File: src/rtl/core/coefficient_bit_unpacker_defines.svh
// Assertion macros shared by the coefficient bit unpacker RTL.
// Each macro expects clk and arst_n to be visible at the place of use.
`ifndef COEFFICIENT_BIT_UNPACKER_DEFINES_SVH
`define COEFFICIENT_BIT_UNPACKER_DEFINES_SVH

// Same-cycle implication, disabled while reset is asserted.
`define CBU_ASSERT_IMPL(lbl, ante, cons) \
	lbl: assert property (@(posedge clk) disable iff (!arst_n) (ante) |-> (cons)) \
		else $error("cbu: same-cycle check failed");

// Next-cycle implication, disabled while reset is asserted.
`define CBU_ASSERT_NEXT(lbl, ante, cons) \
	lbl: assert property (@(posedge clk) disable iff (!arst_n) (ante) |=> (cons)) \
		else $error("cbu: next-cycle check failed");

`endif

File: src/rtl/core/cbu_pkg.sv
// Package of the coefficient bit unpacker: widths, register indexes and the
// state and result structures. No dependencies.
package cbu_pkg;

	localparam int unsigned COEFFS_PER_POLY = 256;
	localparam int unsigned BYTE_W = 8;
	localparam int unsigned BUF_W = 31;
	localparam int unsigned HELD_W = 5;
	localparam int unsigned WIDTH_W = 5;
	localparam int unsigned VALUE_W = 25;
	localparam int unsigned POLY_W = 4;
	localparam int unsigned CIDX_W = 8;
	localparam int unsigned CFG_IDX_W = 2;
	localparam int unsigned CFG_DATA_W = 5;
	localparam int unsigned MAX_WIDTH = 24;
	localparam int unsigned MAX_POLYS = 16;

	typedef enum logic [CFG_IDX_W-1:0] {
		REG_COEFF_WIDTH = 2'd0,
		REG_SIGN_EXTEND = 2'd1,
		REG_POLY_COUNT  = 2'd2
	} cfg_reg_t;

	typedef struct packed {
		logic [BUF_W-1:0]  bits;
		logic [HELD_W-1:0] held;
		logic [CIDX_W-1:0] cidx;
		logic [POLY_W-1:0] pidx;
	} unpack_state_t;

	typedef struct packed {
		logic [VALUE_W-1:0] value;
		logic [POLY_W-1:0]  pidx;
		logic [CIDX_W-1:0]  cidx;
		logic               last;
	} coeff_t;

endpackage

File: src/rtl/core/cbu_step.sv
// One extraction step: takes the lowest coefficient out of the bit buffer,
// extends it, and advances the position counters. Depends on cbu_pkg.
module cbu_step (
	input  cbu_pkg::unpack_state_t    st,
	input  logic [cbu_pkg::WIDTH_W-1:0] width,
	input  logic [cbu_pkg::POLY_W-1:0]  last_poly,
	input  logic                        sign_ext,
	input  logic                        emit,
	output cbu_pkg::unpack_state_t    st_next,
	output cbu_pkg::coeff_t           coeff
);
	import cbu_pkg::*;

	logic [VALUE_W-1:0] wmask;
	logic [VALUE_W-1:0] raw;
	logic               last_coeff;
	logic               last_frame;

	always_comb begin
		wmask = (VALUE_W'(1) << width) - VALUE_W'(1);
		raw = st.bits[VALUE_W-1:0] & wmask;
		last_coeff = (st.cidx == CIDX_W'(COEFFS_PER_POLY - 1));
		last_frame = last_coeff && (st.pidx >= last_poly);

		coeff.value = (sign_ext && raw[width - WIDTH_W'(1)]) ? (raw | ~wmask) : raw;
		coeff.pidx = st.pidx;
		coeff.cidx = st.cidx;
		coeff.last = last_frame;
	end

	always_comb begin
		st_next = st;
		if (emit) begin
			if (last_frame) begin
				st_next = '0;
			end else begin
				st_next.bits = st.bits >> width;
				st_next.held = st.held - HELD_W'(width);
				if (last_coeff) begin
					st_next.cidx = '0;
					st_next.pidx = st.pidx + POLY_W'(1);
				end else begin
					st_next.cidx = st.cidx + CIDX_W'(1);
				end
			end
		end
	end

endmodule

File: src/rtl/core/coefficient_bit_unpacker.sv
// Coefficient bit unpacker top level: byte input, coefficient output,
// configuration registers. Depends on cbu_pkg, cbu_step and the defines header.
//
// Bytes enter a 31-bit accumulator, LSB first; each cycle at most one
// coefficient of coeff_width bits leaves through the output register, and a
// byte is taken in the same cycle whenever the bits left after that emission
// are fewer than coeff_width. With coeff_width of 8 or more the block takes
// one byte per cycle while the output is ready; a narrower width gives up to
// eight words per byte at one word per cycle while the output is ready, the
// next byte waiting until fewer than coeff_width bits are left. The single
// extraction step in front of the output register sets this figure. in_ready
// follows out_ready combinationally. A write to a used register index, or the
// end of a frame, drops all held bits and clears both position counters.
`include "coefficient_bit_unpacker_defines.svh"

module coefficient_bit_unpacker (
	input  logic                              clk,
	input  logic                              arst_n,
	input  logic                              cfg_we,
	input  logic [cbu_pkg::CFG_IDX_W-1:0]     cfg_index,
	input  logic [cbu_pkg::CFG_DATA_W-1:0]    cfg_wdata,
	input  logic                              in_valid,
	output logic                              in_ready,
	input  logic [cbu_pkg::BYTE_W-1:0]        data_byte,
	output logic                              out_valid,
	input  logic                              out_ready,
	output logic signed [cbu_pkg::VALUE_W-1:0] coeff_value,
	output logic [cbu_pkg::POLY_W-1:0]        poly_index,
	output logic [cbu_pkg::CIDX_W-1:0]        coeff_index,
	output logic                              frame_last
);
	import cbu_pkg::*;

	logic [WIDTH_W-1:0]    cw_q;
	logic                  se_q;
	logic [CFG_DATA_W-1:0] pc_q;
	unpack_state_t         st_q;
	logic                  out_valid_q;
	coeff_t                out_q;

	logic [WIDTH_W-1:0]    w_eff;
	logic [CFG_DATA_W-1:0] pc_eff;
	logic [POLY_W-1:0]     last_poly;
	logic                  can_emit;
	logic                  emit;
	logic                  absorb;
	logic                  cfg_hit;
	logic                  frame_start;
	unpack_state_t         st_mid;
	unpack_state_t         st_d;
	coeff_t                coeff;

	always_comb begin
		priority if (cw_q == '0) begin
			w_eff = WIDTH_W'(1);
		end else if (cw_q > WIDTH_W'(MAX_WIDTH)) begin
			w_eff = WIDTH_W'(MAX_WIDTH);
		end else begin
			w_eff = cw_q;
		end
		priority if (pc_q == '0) begin
			pc_eff = CFG_DATA_W'(1);
		end else if (pc_q > CFG_DATA_W'(MAX_POLYS)) begin
			pc_eff = CFG_DATA_W'(MAX_POLYS);
		end else begin
			pc_eff = pc_q;
		end
	end

	assign last_poly = POLY_W'(pc_eff - CFG_DATA_W'(1));
	assign can_emit = (st_q.held >= HELD_W'(w_eff));
	assign emit = can_emit && (!out_valid_q || out_ready);

	cbu_step u_step (
		.st        (st_q),
		.width     (w_eff),
		.last_poly (last_poly),
		.sign_ext  (se_q),
		.emit      (emit),
		.st_next   (st_mid),
		.coeff     (coeff)
	);

	assign in_ready = (st_mid.held < HELD_W'(w_eff));
	assign absorb = in_valid && in_ready;

	always_comb begin
		unique case (cfg_reg_t'(cfg_index))
			REG_COEFF_WIDTH, REG_SIGN_EXTEND, REG_POLY_COUNT: cfg_hit = cfg_we;
			default: cfg_hit = 1'b0;
		endcase
	end

	always_comb begin
		st_d = st_mid;
		if (absorb) begin
			st_d.bits = st_mid.bits | (BUF_W'(data_byte) << st_mid.held);
			st_d.held = st_mid.held + HELD_W'(BYTE_W);
		end
		if (cfg_hit) begin
			st_d = '0;
		end
	end

	always_ff @(posedge clk or negedge arst_n) begin
		if (!arst_n) begin
			cw_q <= WIDTH_W'(23);
			se_q <= 1'b0;
			pc_q <= CFG_DATA_W'(1);
		end else if (cfg_we) begin
			unique case (cfg_reg_t'(cfg_index))
				REG_COEFF_WIDTH: cw_q <= cfg_wdata[WIDTH_W-1:0];
				REG_SIGN_EXTEND: se_q <= cfg_wdata[0];
				REG_POLY_COUNT:  pc_q <= cfg_wdata;
				default: ;
			endcase
		end
	end

	always_ff @(posedge clk or negedge arst_n) begin
		if (!arst_n) begin
			st_q <= '0;
			out_valid_q <= 1'b0;
		end else begin
			st_q <= st_d;
			if (emit) begin
				out_valid_q <= 1'b1;
			end else if (out_ready) begin
				out_valid_q <= 1'b0;
			end
		end
	end

	always_ff @(posedge clk) begin
		if (emit) begin
			out_q <= coeff;
		end
	end

	assign out_valid = out_valid_q;
	assign coeff_value = out_q.value;
	assign poly_index = out_q.pidx;
	assign coeff_index = out_q.cidx;
	assign frame_last = out_q.last;

	assign frame_start = (st_q.cidx == '0) && (st_q.pidx == '0) &&
		(st_q.held <= HELD_W'(BYTE_W));

	// The accumulator never holds a full byte beyond one coefficient.
	`CBU_ASSERT_IMPL(a_held_bound, 1'b1, (6'(st_q.held) < (6'(w_eff) + 6'(BYTE_W))))
	// No byte is taken while a complete coefficient waits in the accumulator.
	`CBU_ASSERT_IMPL(a_no_absorb_when_full, (can_emit && !emit), !in_ready)
	// The end of a frame restarts both counters and drops the held bits.
	`CBU_ASSERT_NEXT(a_frame_restart, (emit && coeff.last), frame_start)

endmodule

File: config.mk
export PLATFORM = sky130hd
export DESIGN_NAME = coefficient_bit_unpacker
export DESIGN_NICKNAME = d
export VERILOG_FILES = /design/src/rtl/core/cbu_pkg.sv /design/src/rtl/core/cbu_step.sv /design/src/rtl/core/coefficient_bit_unpacker.sv
export VERILOG_INCLUDE_DIRS = /design/src /design/src/rtl/core
export SDC_FILE = /design/constraint.sdc
export NUM_CORES = 1
export LEC_CHECK = 0
export BUFFER_PORTS_ARGS = -buffer_cell sky130_fd_sc_hd__buf_2
export CORE_UTILIZATION = 55
export CTS_CLUSTER_DIAMETER = 60
export DETAILED_ROUTE_END_ITERATION = 10
export MAX_ROUTING_LAYER = met4
export PLACE_DENSITY = 0.84
export SLEW_MARGIN = 10
export SYNTH_ARGS = -nofsm -noshare
export SYNTH_HDL_FRONTEND = slang
export SYNTH_SLANG_ARGS = --single-unit
export TNS_END_PERCENT = 50
File: constraint.sdc
create_clock -name clk -period 7.1 [get_ports clk]
set_clock_uncertainty 0.1 [all_clocks]
set_input_delay 1.775 -clock clk [delete_from_list [all_inputs] [get_ports clk]]
set_output_delay 1.775 -clock clk [all_outputs]
set_load 0.05 [all_outputs]
**After elaboration in Yosys (flattened, before gate mapping)**

Index checks and enable logic that the tools add are counted.
Widths: inputs -> output; s select.

- Bits in registers: 98
- Output and inout bits: 40
- Logic and storage cells: 68

- $add $sub $neg: 7
- Order comparisons: 6
- Eq/ne operators: 3
- Shift-type cells: 3
- Mux-type cells: 16
- Bitwise operators: 4
- Reduce and logical (&&, ||, !) cells: 17

Operator list:

| cell | count |
|---|---|
| $mux 48 | 3 |
| $mux 36 | 1 |
| $or 31x31->31 | 1 |
| $shl 8x5->31 | 1 |
| $shr 31x5->31 | 1 |
| $and 25x25->25 | 1 |
| $mux 25 | 1 |
| $not 25->25 | 1 |
| $or 25x25->25 | 1 |
| $shl 1x5->25 const A | 1 |
| $sub 25x2->25 const B | 1 |
| $mux 4 | 3 |
| $gt 5x5->1 const B | 2 |
| $logic_not 5->1 | 2 |
| $mux 5 | 2 |
| $add 8x1->8 const B | 1 |
| $eq 8x8->1 const B | 1 |
| $mux 8 | 1 |
| $reduce_and 2->1 | 4 |
| $lt 5x6->1 const B | 1 |
| $add 5x4->5 const B | 1 |
| $bmux 1 s5 | 1 |
| $ge 5x5->1 | 1 |
| $lt 5x5->1 | 1 |
| other kinds (15) | 22 |

**Logic depth before layout (Yosys ltp)**

Gate-level depths: netlist of run 1.

- Depth after elaboration: 12
- Depth in mapped cells: 21
- Mapped depth without buffers: 18

**By module**

From an unflattened synthesis of run 1, not the netlist that was laid out.

- Cells, all modules: 955
- Area, all modules: 8,459.4 um^2

By module, submodules not included:

| module | times used | cells an instance | area an instance (um^2) | seq. area each (um^2) |
|---|---|---|---|---|
| coefficient_bit_unpacker | 1 | 352 | 4,335.4 | 2,648.8 |
| cbu_step | 1 | 603 | 4,124.0 | 0.0 |

**Worst setup path before layout of run 1**

Ideal clock, no wire load.

- Path type: reg2out
- Start: reg cw_q[3]
- End: out in_ready
- Data arrival time: 4,748 ps
- Data required time: 5,225 ps
- Setup slack: 477 ps
- Cell stages (with the launch flop): 19
- Path buffers: 6
- Cells stage by stage: dfrtp_1 -> buf_2 -> buf_2 -> buf_1 -> clkbuf_1 -> buf_1 -> inv_1 -> ha_1 -> and4_1 -> or3_1 -> o221ai_2 -> inv_2 -> mux2i_2 -> inv_2 -> clkbuf_1 -> ha_1 -> o2111ai_1 -> a21oi_2 -> nor2b_1

- Cells in the longest elaborated chain, start to end: 7
- Elaborated cells between the ends (all ways): 10
- Classes of those cells: 1 x add/sub; 3 x order compare; 4 x mux; 2 x reduce/logical

Ends and longest elaborated chain:

| element | RTL line | source |
|---|---|---|
| start: declaration | coefficient_bit_unpacker.sv:34 | `logic [WIDTH_W-1:0] cw_q;` |
| start signal: assignment | coefficient_bit_unpacker.sv:112 | `REG_COEFF_WIDTH: cw_q <= cfg_wdata[WIDTH_W-1:0];` |
| $gt 5x5->1 | coefficient_bit_unpacker.sv:56 | `end else if (cw_q > WIDTH_W'(MAX_WIDTH)) begin` |
| $mux 5 | coefficient_bit_unpacker.sv:56 |  |
| $mux 5 * | coefficient_bit_unpacker.sv:54 | `priority if (cw_q == '0) begin` |
| $sub 5x5->5 or $ge 5x5->1 (tied branches) | cbu_step.sv:38, coefficient_bit_unpacker.sv:71 |  |
| $mux 48 or $logic_and 1x1->1 (tied branches) | cbu_step.sv:34, coefficient_bit_unpacker.sv:72 |  |
| $mux 48 | cbu_step.sv:33 | `if (emit) begin` |
| $lt 5x5->1 * | coefficient_bit_unpacker.sv:84 | `assign in_ready = (st_mid.held < HELD_W'(w_eff));` |
| end: declaration | coefficient_bit_unpacker.sv:23 | `output logic in_ready,` |

Mark *: on every way between the ends. The rest lies on a longest branch, timed or not. The select of a mux whose other input is x is not followed.

**Final worst setup path of run 1**

- Start: reg cw_q[4]
- End: out in_ready

Same word-level chain as after synthesis.

==> metrics.cfg, run 1 <==
[final_layout]
final_cell_mix = 86 x mux2i_1, 68 x nand2_1, 59 x buf_2, 55 x dfrtp_1
diodes = 0
n_fill_cell = 1187
nNetsFinal = 898
seqCellArea_mm2 = 0.00265
syn_to_final_growth_pct = 9.01
multiInputGateArea_mm2 = 0.00468
postLayoutCoreUtil = 0.623
layout_commonest_cell = mux2i_1
drive_above_1_share = 0.183

[floorplan]
rows = 42
die_x_um = 120
die_y_um = 120
pin_count = 60
die_area_mm2 = 0.0144
core_area_mm2 = 0.0134
start_util = 0.571

[place]
gp_congestion = 1.02
dp_hpwl_um = 16900
io_buffers = 59

[global_routing]
antenna_found_initial = 0
gr-usage-all-layers = 0.342
grt_max_degree = 61
grt_pass1_vias = 6699
grt-ovfl-total = 0
grt_first_pass_wirelength_um = 36600

[clock_tree]
clockBufferDepth = 2
numCtsBuffers = 9
cts_sinks = 98
clock-root-buffer = clkbuf_16
cts_tree = built
cts-htree-levels = 3
insertion_delay_ns = 0.37
cts_hold_buf = 0
clk_pin_slew_ns = 0.07
post_cts_resized = 0
post_cts_buffers = 0

[route]
drc = 0
routedWlPerCell_um = 22.7
antenna_left = 0
drt-initial-drc-count = 1285
dr.pass1.iters = 8
routed_wl_um = 23700
vias_per_cell = 6.98
vias = 7267

[yosys]
ys.flop_type = dfrtp_1
synth_mux_area_frac = 0.172
synth-edff-count = 38
synth-simple-area-share = 0.168
ys_seq_area_frac = 0.346
synth_area_per_cell_um2 = 9.16
synthesis.nets = 874
synthAdderAreaFrac = 0.0304
syn_inst = 836
synth_compound_area_frac = 0.228
synth_xor_area_frac = 0.0103
synth_top_family_by_area = compound AO/OA/AOI/OAI gates
netlist_area_mm2 = 0.00765
synth_seq_cells = 98
synth.distinct_cells = 88
ys_warn_count = 0
async_flop_share = 0.612

[critical_path]
max_stage_delay_ns = 0.56
cp.required_ns = 5.22
ff2ff_path_depth = 18
critPathCaptureType = primary output
crit_end = in_ready
r2r_end = st_q[47]$_DFF_PN0_
r2r_start = cw_q[4]$_DFFE_PN1P_
cp_num_buf_inv = 4
critPathKind = flip-flop to primary output
cp_data_arrival_time_ns = 4.87
timing.critical_path.from = cw_q[4]$_DFFE_PN1P_
critPathSlowestCell = or4_4
path_cells = or4_4 > and2_2 > inv_2 > ha_1 > and4_1 > or3_1 > o221ai_2 > buf_4 > nand2_1 > and2_2 > inv_2 > ha_1 > a21o_1 > a21oi_1 > nor2b_1 > buf_2
crit_path_max_fanout = 28
crit_family = simple AND/OR/NAND/NOR gates
crit_path_start_kind = flip-flop
rrSetupSlack_ns = 1.55
cp.depth = 16

[sta]
setup_viol = 0
layout_worst_path_cycle_share = 0.950
drv_slew = 0
worstMarginPinSlew_ns = 1.13
fmax_mhz = 148
fin_crit_ns = 6.75
fin_setup_tns_ns = 0
rsz0062_at_grt = false
max-slew-margin-rel = 0.244
hold-worst-slack_ns = 0.415
hold_viol = 0

[power_and_ir_drop]
share_comb_of_total_power = 0.628
p_sw_frac = 0.541
powerDensity_mw_per_mm2 = 504
cellLeakagePower_nw = 3.41
finalPower_mw = 4.21
switchingPower_mw = 2.28
vdd_drop_max_mv = 0.425
p_clk_frac = 0.121
seqPwrFrac = 0.251
intPower_mw = 1.93

[hold_path]
hp-class = flip-flop to flip-flop

[run_status]
status = finished clean

[run]
maxCapViolCount = 0

==> sequential cells by signal, summed over array words and instances, names as in the netlist <==
signal       cells
frame_last       1
coeff_index      8
se_q             1
poly_index       4
st_q            48
out_valid        1
pc_q             5
coeff_value     25
cw_q             5
==> Yosys cell counts (21+ instances only) <==
cell / number / area share
mux2_2: 22 / 0.032
clkbuf_1: 28 / 0.014
mux2i_1: 86 / 0.11
dfrtp_1: 55 / 0.18
a21oi_1: 54 / 0.035
o21ai_0: 42 / 0.027
nand3_1: 23 / 0.015
nand2_1: 68 / 0.033
edfxtp_1: 38 / 0.15
nor3_1: 21 / 0.014
nor2_1: 54 / 0.026
buf_2: 22 / 0.014
==> per-stage QoR <==
step                setup slack, ns  instance area, µm²  cells
floorplan                     0.477                7650    836
global placement              0.755                8040   1025
detailed placement            0.671                8040   1025
CTS                           0.243                8340   1041
global route                 0.0773                8340   1041
finish                        0.355                8340   1041
==> cells by family after synthesis <==
logic type / Yosys count
simple gates: 249
xor+xnor: 9
mux: 119
flops: 98
other cells: 1
fa+ha+maj: 18
buf+inv: 82
compound gates: 260
==> power groups by stage <==
stage	combinational (mW)	clock [mW]	sequential (mW)
5_1_grt	2.80	0.535	1.07
2_1_floorplan	1.61	0	1.36
6_report	2.64	0.509	1.06
3_5_place_dp	2.57	0	1.05
3_3_place_gp	2.55	0	1.05
4_1_cts	2.58	0.513	1.04
==> worst register-to-register path: stages (launching register included) <==
cell      delay (ns)
dfstp_2         0.51
or4_4           0.56
and2_2          0.21
inv_2           0.17
ha_1            0.28
and4_1          0.21
or3_1           0.32
o221ai_2        0.17
buf_4           0.35
nand2_1         0.15
and2_2          0.31
inv_2           0.18
ha_1            0.27
a21o_1          0.18
a21oi_1         0.20
nand2_1         0.24
nor2_1          0.27
nand3_1         0.31
o31ai_1         0.43
==> final cells by class <==
| type | count | share of cell area |
|---|---|---|
| Multi-Input combinational cell | 656 | 0.561 |
| Sequential cell | 98 | 0.317 |
| Timing Repair Buffer | 75 | 0.0498 |
| Clock buffer | 10 | 0.0274 |
| Tap cell | 176 | 0.0264 |
| Inverter | 20 | 0.00900 |
| Clock inverter | 6 | 0.00885 |
==> per-layer routing <==
layer / part of all wire / vias up / global-route usage
li1: - / 3256 / -
met1: 0.40 / 3485 / 0.446
met2: 0.45 / 441 / 0.500
met3: 0.10 / 85 / 0.0775
met4: 0.043 / 0 / 0.170
met5: 0 / - / -
==> how the worst min path moves through the flow <==
stage | startpoint | cells after the start | to
final | st_q[3]$_DFFE_PN0P_ | 0 | poly_index[3]$_DFFE_PN_
after global routing | st_q[11]$_DFFE_PN0P_ | 0 | coeff_index[7]$_DFFE_PN_
after CTS | st_q[3]$_DFFE_PN0P_ | 0 | poly_index[3]$_DFFE_PN_
after detailed placement | st_q[11]$_DFFE_PN0P_ | 0 | coeff_index[7]$_DFFE_PN_
after global placement | st_q[11]$_DFFE_PN0P_ | 0 | coeff_index[7]$_DFFE_PN_
after floorplan | st_q[3]$_DFFE_PN0P_ | 0 | poly_index[3]$_DFFE_PN_
Power figures use the tool's default switching activity.
==> run 2, diff against run 1 <==
- CORE_UTILIZATION: 55 -> 45
- PLACE_DENSITY: 0.84 -> 0.73
- REMOVE_ABC_BUFFERS: default -> 1
==> metrics.cfg, run 2 (synthesized netlist as in run 1, its figures left out) <==
[global_routing]
grt_max_degree = 61  ; unchanged
grt_pass1_vias = 6725  ; +0.39%
grt_first_pass_wirelength_um = 37400  ; +2.2%
antenna_found_initial = 0  ; unchanged
grt-ovfl-total = 0  ; unchanged
gr-usage-all-layers = 0.280  ; -0.0623

[power_and_ir_drop]
seqPwrFrac = 0.247  ; -0.004
cellLeakagePower_nw = 3.42  ; +0.19%
p_sw_frac = 0.540  ; -0.00116
powerDensity_mw_per_mm2 = 500  ; -0.86%
vdd_drop_max_mv = 0.361  ; -15%
intPower_mw = 1.94  ; +0.16%
switchingPower_mw = 2.27  ; -0.30%
share_comb_of_total_power = 0.630  ; +0.002
p_clk_frac = 0.122  ; about the same

[clock_tree]
clockBufferDepth = 2  ; unchanged
cts_sinks = 98  ; unchanged
clock-root-buffer = clkbuf_16
cts_tree = built
cts_hold_buf = 0  ; unchanged
clk_pin_slew_ns = 0.07  ; about the same
insertion_delay_ns = 0.36  ; about the same
numCtsBuffers = 9  ; unchanged
cts-htree-levels = 3  ; unchanged
post_cts_resized = 0  ; unchanged
post_cts_buffers = 0  ; unchanged

[critical_path]
timing.critical_path.from = cw_q[0]$_DFFE_PN1P_
r2r_end = st_q[47]$_DFF_PN0_
max_stage_delay_ns = 0.77  ; +0.21 ns
cp.required_ns = 5.22  ; about the same
critPathKind = flip-flop to primary output
critPathSlowestCell = dfstp_4
critPathCaptureType = primary output
r2r_start = cw_q[0]$_DFFE_PN1P_
crit_path_start_kind = flip-flop
path_cells = a21bo_2 > and2_2 > inv_2 > ha_1 > and4_1 > or3_1 > o221ai_2 > buf_4 > nand2_1 > and2_2 > inv_2 > ha_1 > a21o_1 > a21oi_1 > nor2b_1 > buf_2
ff2ff_path_depth = 18  ; unchanged
rrSetupSlack_ns = 1.52  ; -0.03 ns
cp_data_arrival_time_ns = 4.98  ; +0.11 ns
crit_path_max_fanout = 28  ; unchanged

[final_layout]
drive_above_1_share = 0.184  ; +0.000944
layout_commonest_cell = mux2i_1
design_area_mm2 = 0.00841  ; +0.78%
final_cell_mix = 86 x mux2i_1, 68 x nand2_1, 59 x buf_2, 55 x dfrtp_1
diodes = 0  ; unchanged
postLayoutCoreUtil = 0.507  ; -0.116
nNetsFinal = 899  ; +0.11%
regMostFlops = st_q
syn_to_final_growth_pct = 9.86
largest_reg_flops = 48  ; unchanged

[route]
vias = 7209  ; -0.80%
wl_met1_um = 9910  ; +3.6%
top_layer = met4
drc = 0  ; unchanged
drt-initial-drc-count = 1033  ; -20%
wl_met2_um = 10500  ; -1.4%
routed_wl_um = 23400  ; -1.0%
dr.pass1.iters = 5  ; -3
routedWlPerCell_um = 21.6  ; -5.1%
vias_per_cell = 6.64  ; -4.9%
antenna_left = 0  ; unchanged
routed-wl-met3_um = 2220  ; -9.9%

[floorplan]
rows = 47  ; +12%
start_util = 0.462  ; -0.110
die_area_mm2 = 0.0175  ; +22%
core_area_mm2 = 0.0166  ; +24%
die_y_um = 132  ; +10%
die_x_um = 132  ; +10%
pin_count = 60  ; unchanged

[sta]
setup_viol = 0  ; unchanged
fmax_mhz = 146  ; -1.6%
layout_worst_path_cycle_share = 0.965  ; +0.0152
hold_viol = 0  ; unchanged
max-slew-margin-rel = 0.302  ; +0.0573
rsz0062_at_grt = false
drv_slew = 0  ; unchanged
hold-worst-slack_ns = 0.417  ; +0.00126 ns
worstMarginPinSlew_ns = 1.04  ; -0.0856 ns
fin_crit_ns = 6.85  ; +0.108 ns
fin_setup_tns_ns = 0  ; unchanged

[hold_path]
hp-start = st_q[3]$_DFFE_PN0P_
whs_endpoint = poly_index[3]$_DFFE_PN_
whs_path_depth = 0  ; unchanged
hp-class = flip-flop to flip-flop

[place]
gp_congestion = 0.978  ; -3.7%
placed_area_mm2 = 0.00810  ; +0.78%
io_buffers = 59  ; unchanged
dp_hpwl_um = 16600  ; -1.3%

[run_status]
status = finished clean

[run]
maxCapViolCount = 0  ; unchanged

## run 2: how the worst max path moves through the flow
stage,end,cells past startpoint
4_1_cts,in_ready,16
2_1_floorplan,in_ready,13
3_5_place_dp,in_ready,16
3_3_place_gp,in_ready,16
6_report,in_ready,16
5_1_grt,in_ready,16
## run 2: layer usage
metal / vias to the layer above / track usage
met4: 0 / 0.126
met5: - / -
met2: 458 / 0.417
met3: 73 / 0.0326
li1: 3248 / -
met1: 3430 / 0.382
## run 2: area by class of cell
type                       count  area, µm²
clock inverter                 6       72.6
inverter                      20       75.1
timing repair buffer          76        423
clock buffer                  10        229
multi-input combinational    656       4680
tap                          220        275
sequential                    98       2650
fill                        1536       8170
## run 2: worst max-delay path: cells and delay by family, from the launching register on
family          cells  cell delay, ns
compound gates      4            0.87
buf+inv             4            1.01
fa+ha+maj           2            0.57
flops               1            0.77
simple gates        6            1.41
## run 2: power by group through the flow
stage | Sequential [mW] | Clock [mW] | Combinational, mW
floorplan | 1.39 | 0 | 1.51
global route | 1.05 | 0.541 | 2.82
finish | 1.04 | 0.515 | 2.65
global placement | 1.03 | 0 | 2.57
detailed placement | 1.04 | 0 | 2.58
CTS | 1.03 | 0.520 | 2.60
## run 2: stage by stage
stage	setup WS [ns]	instances	total power, mW
after global routing	0.0630	1086	4.41
after global placement	0.717	1070	3.61
after CTS	0.148	1086	4.14
final	0.246	1086	4.20
after detailed placement	0.568	1070	3.62
after floorplan	-2.51	774	2.91
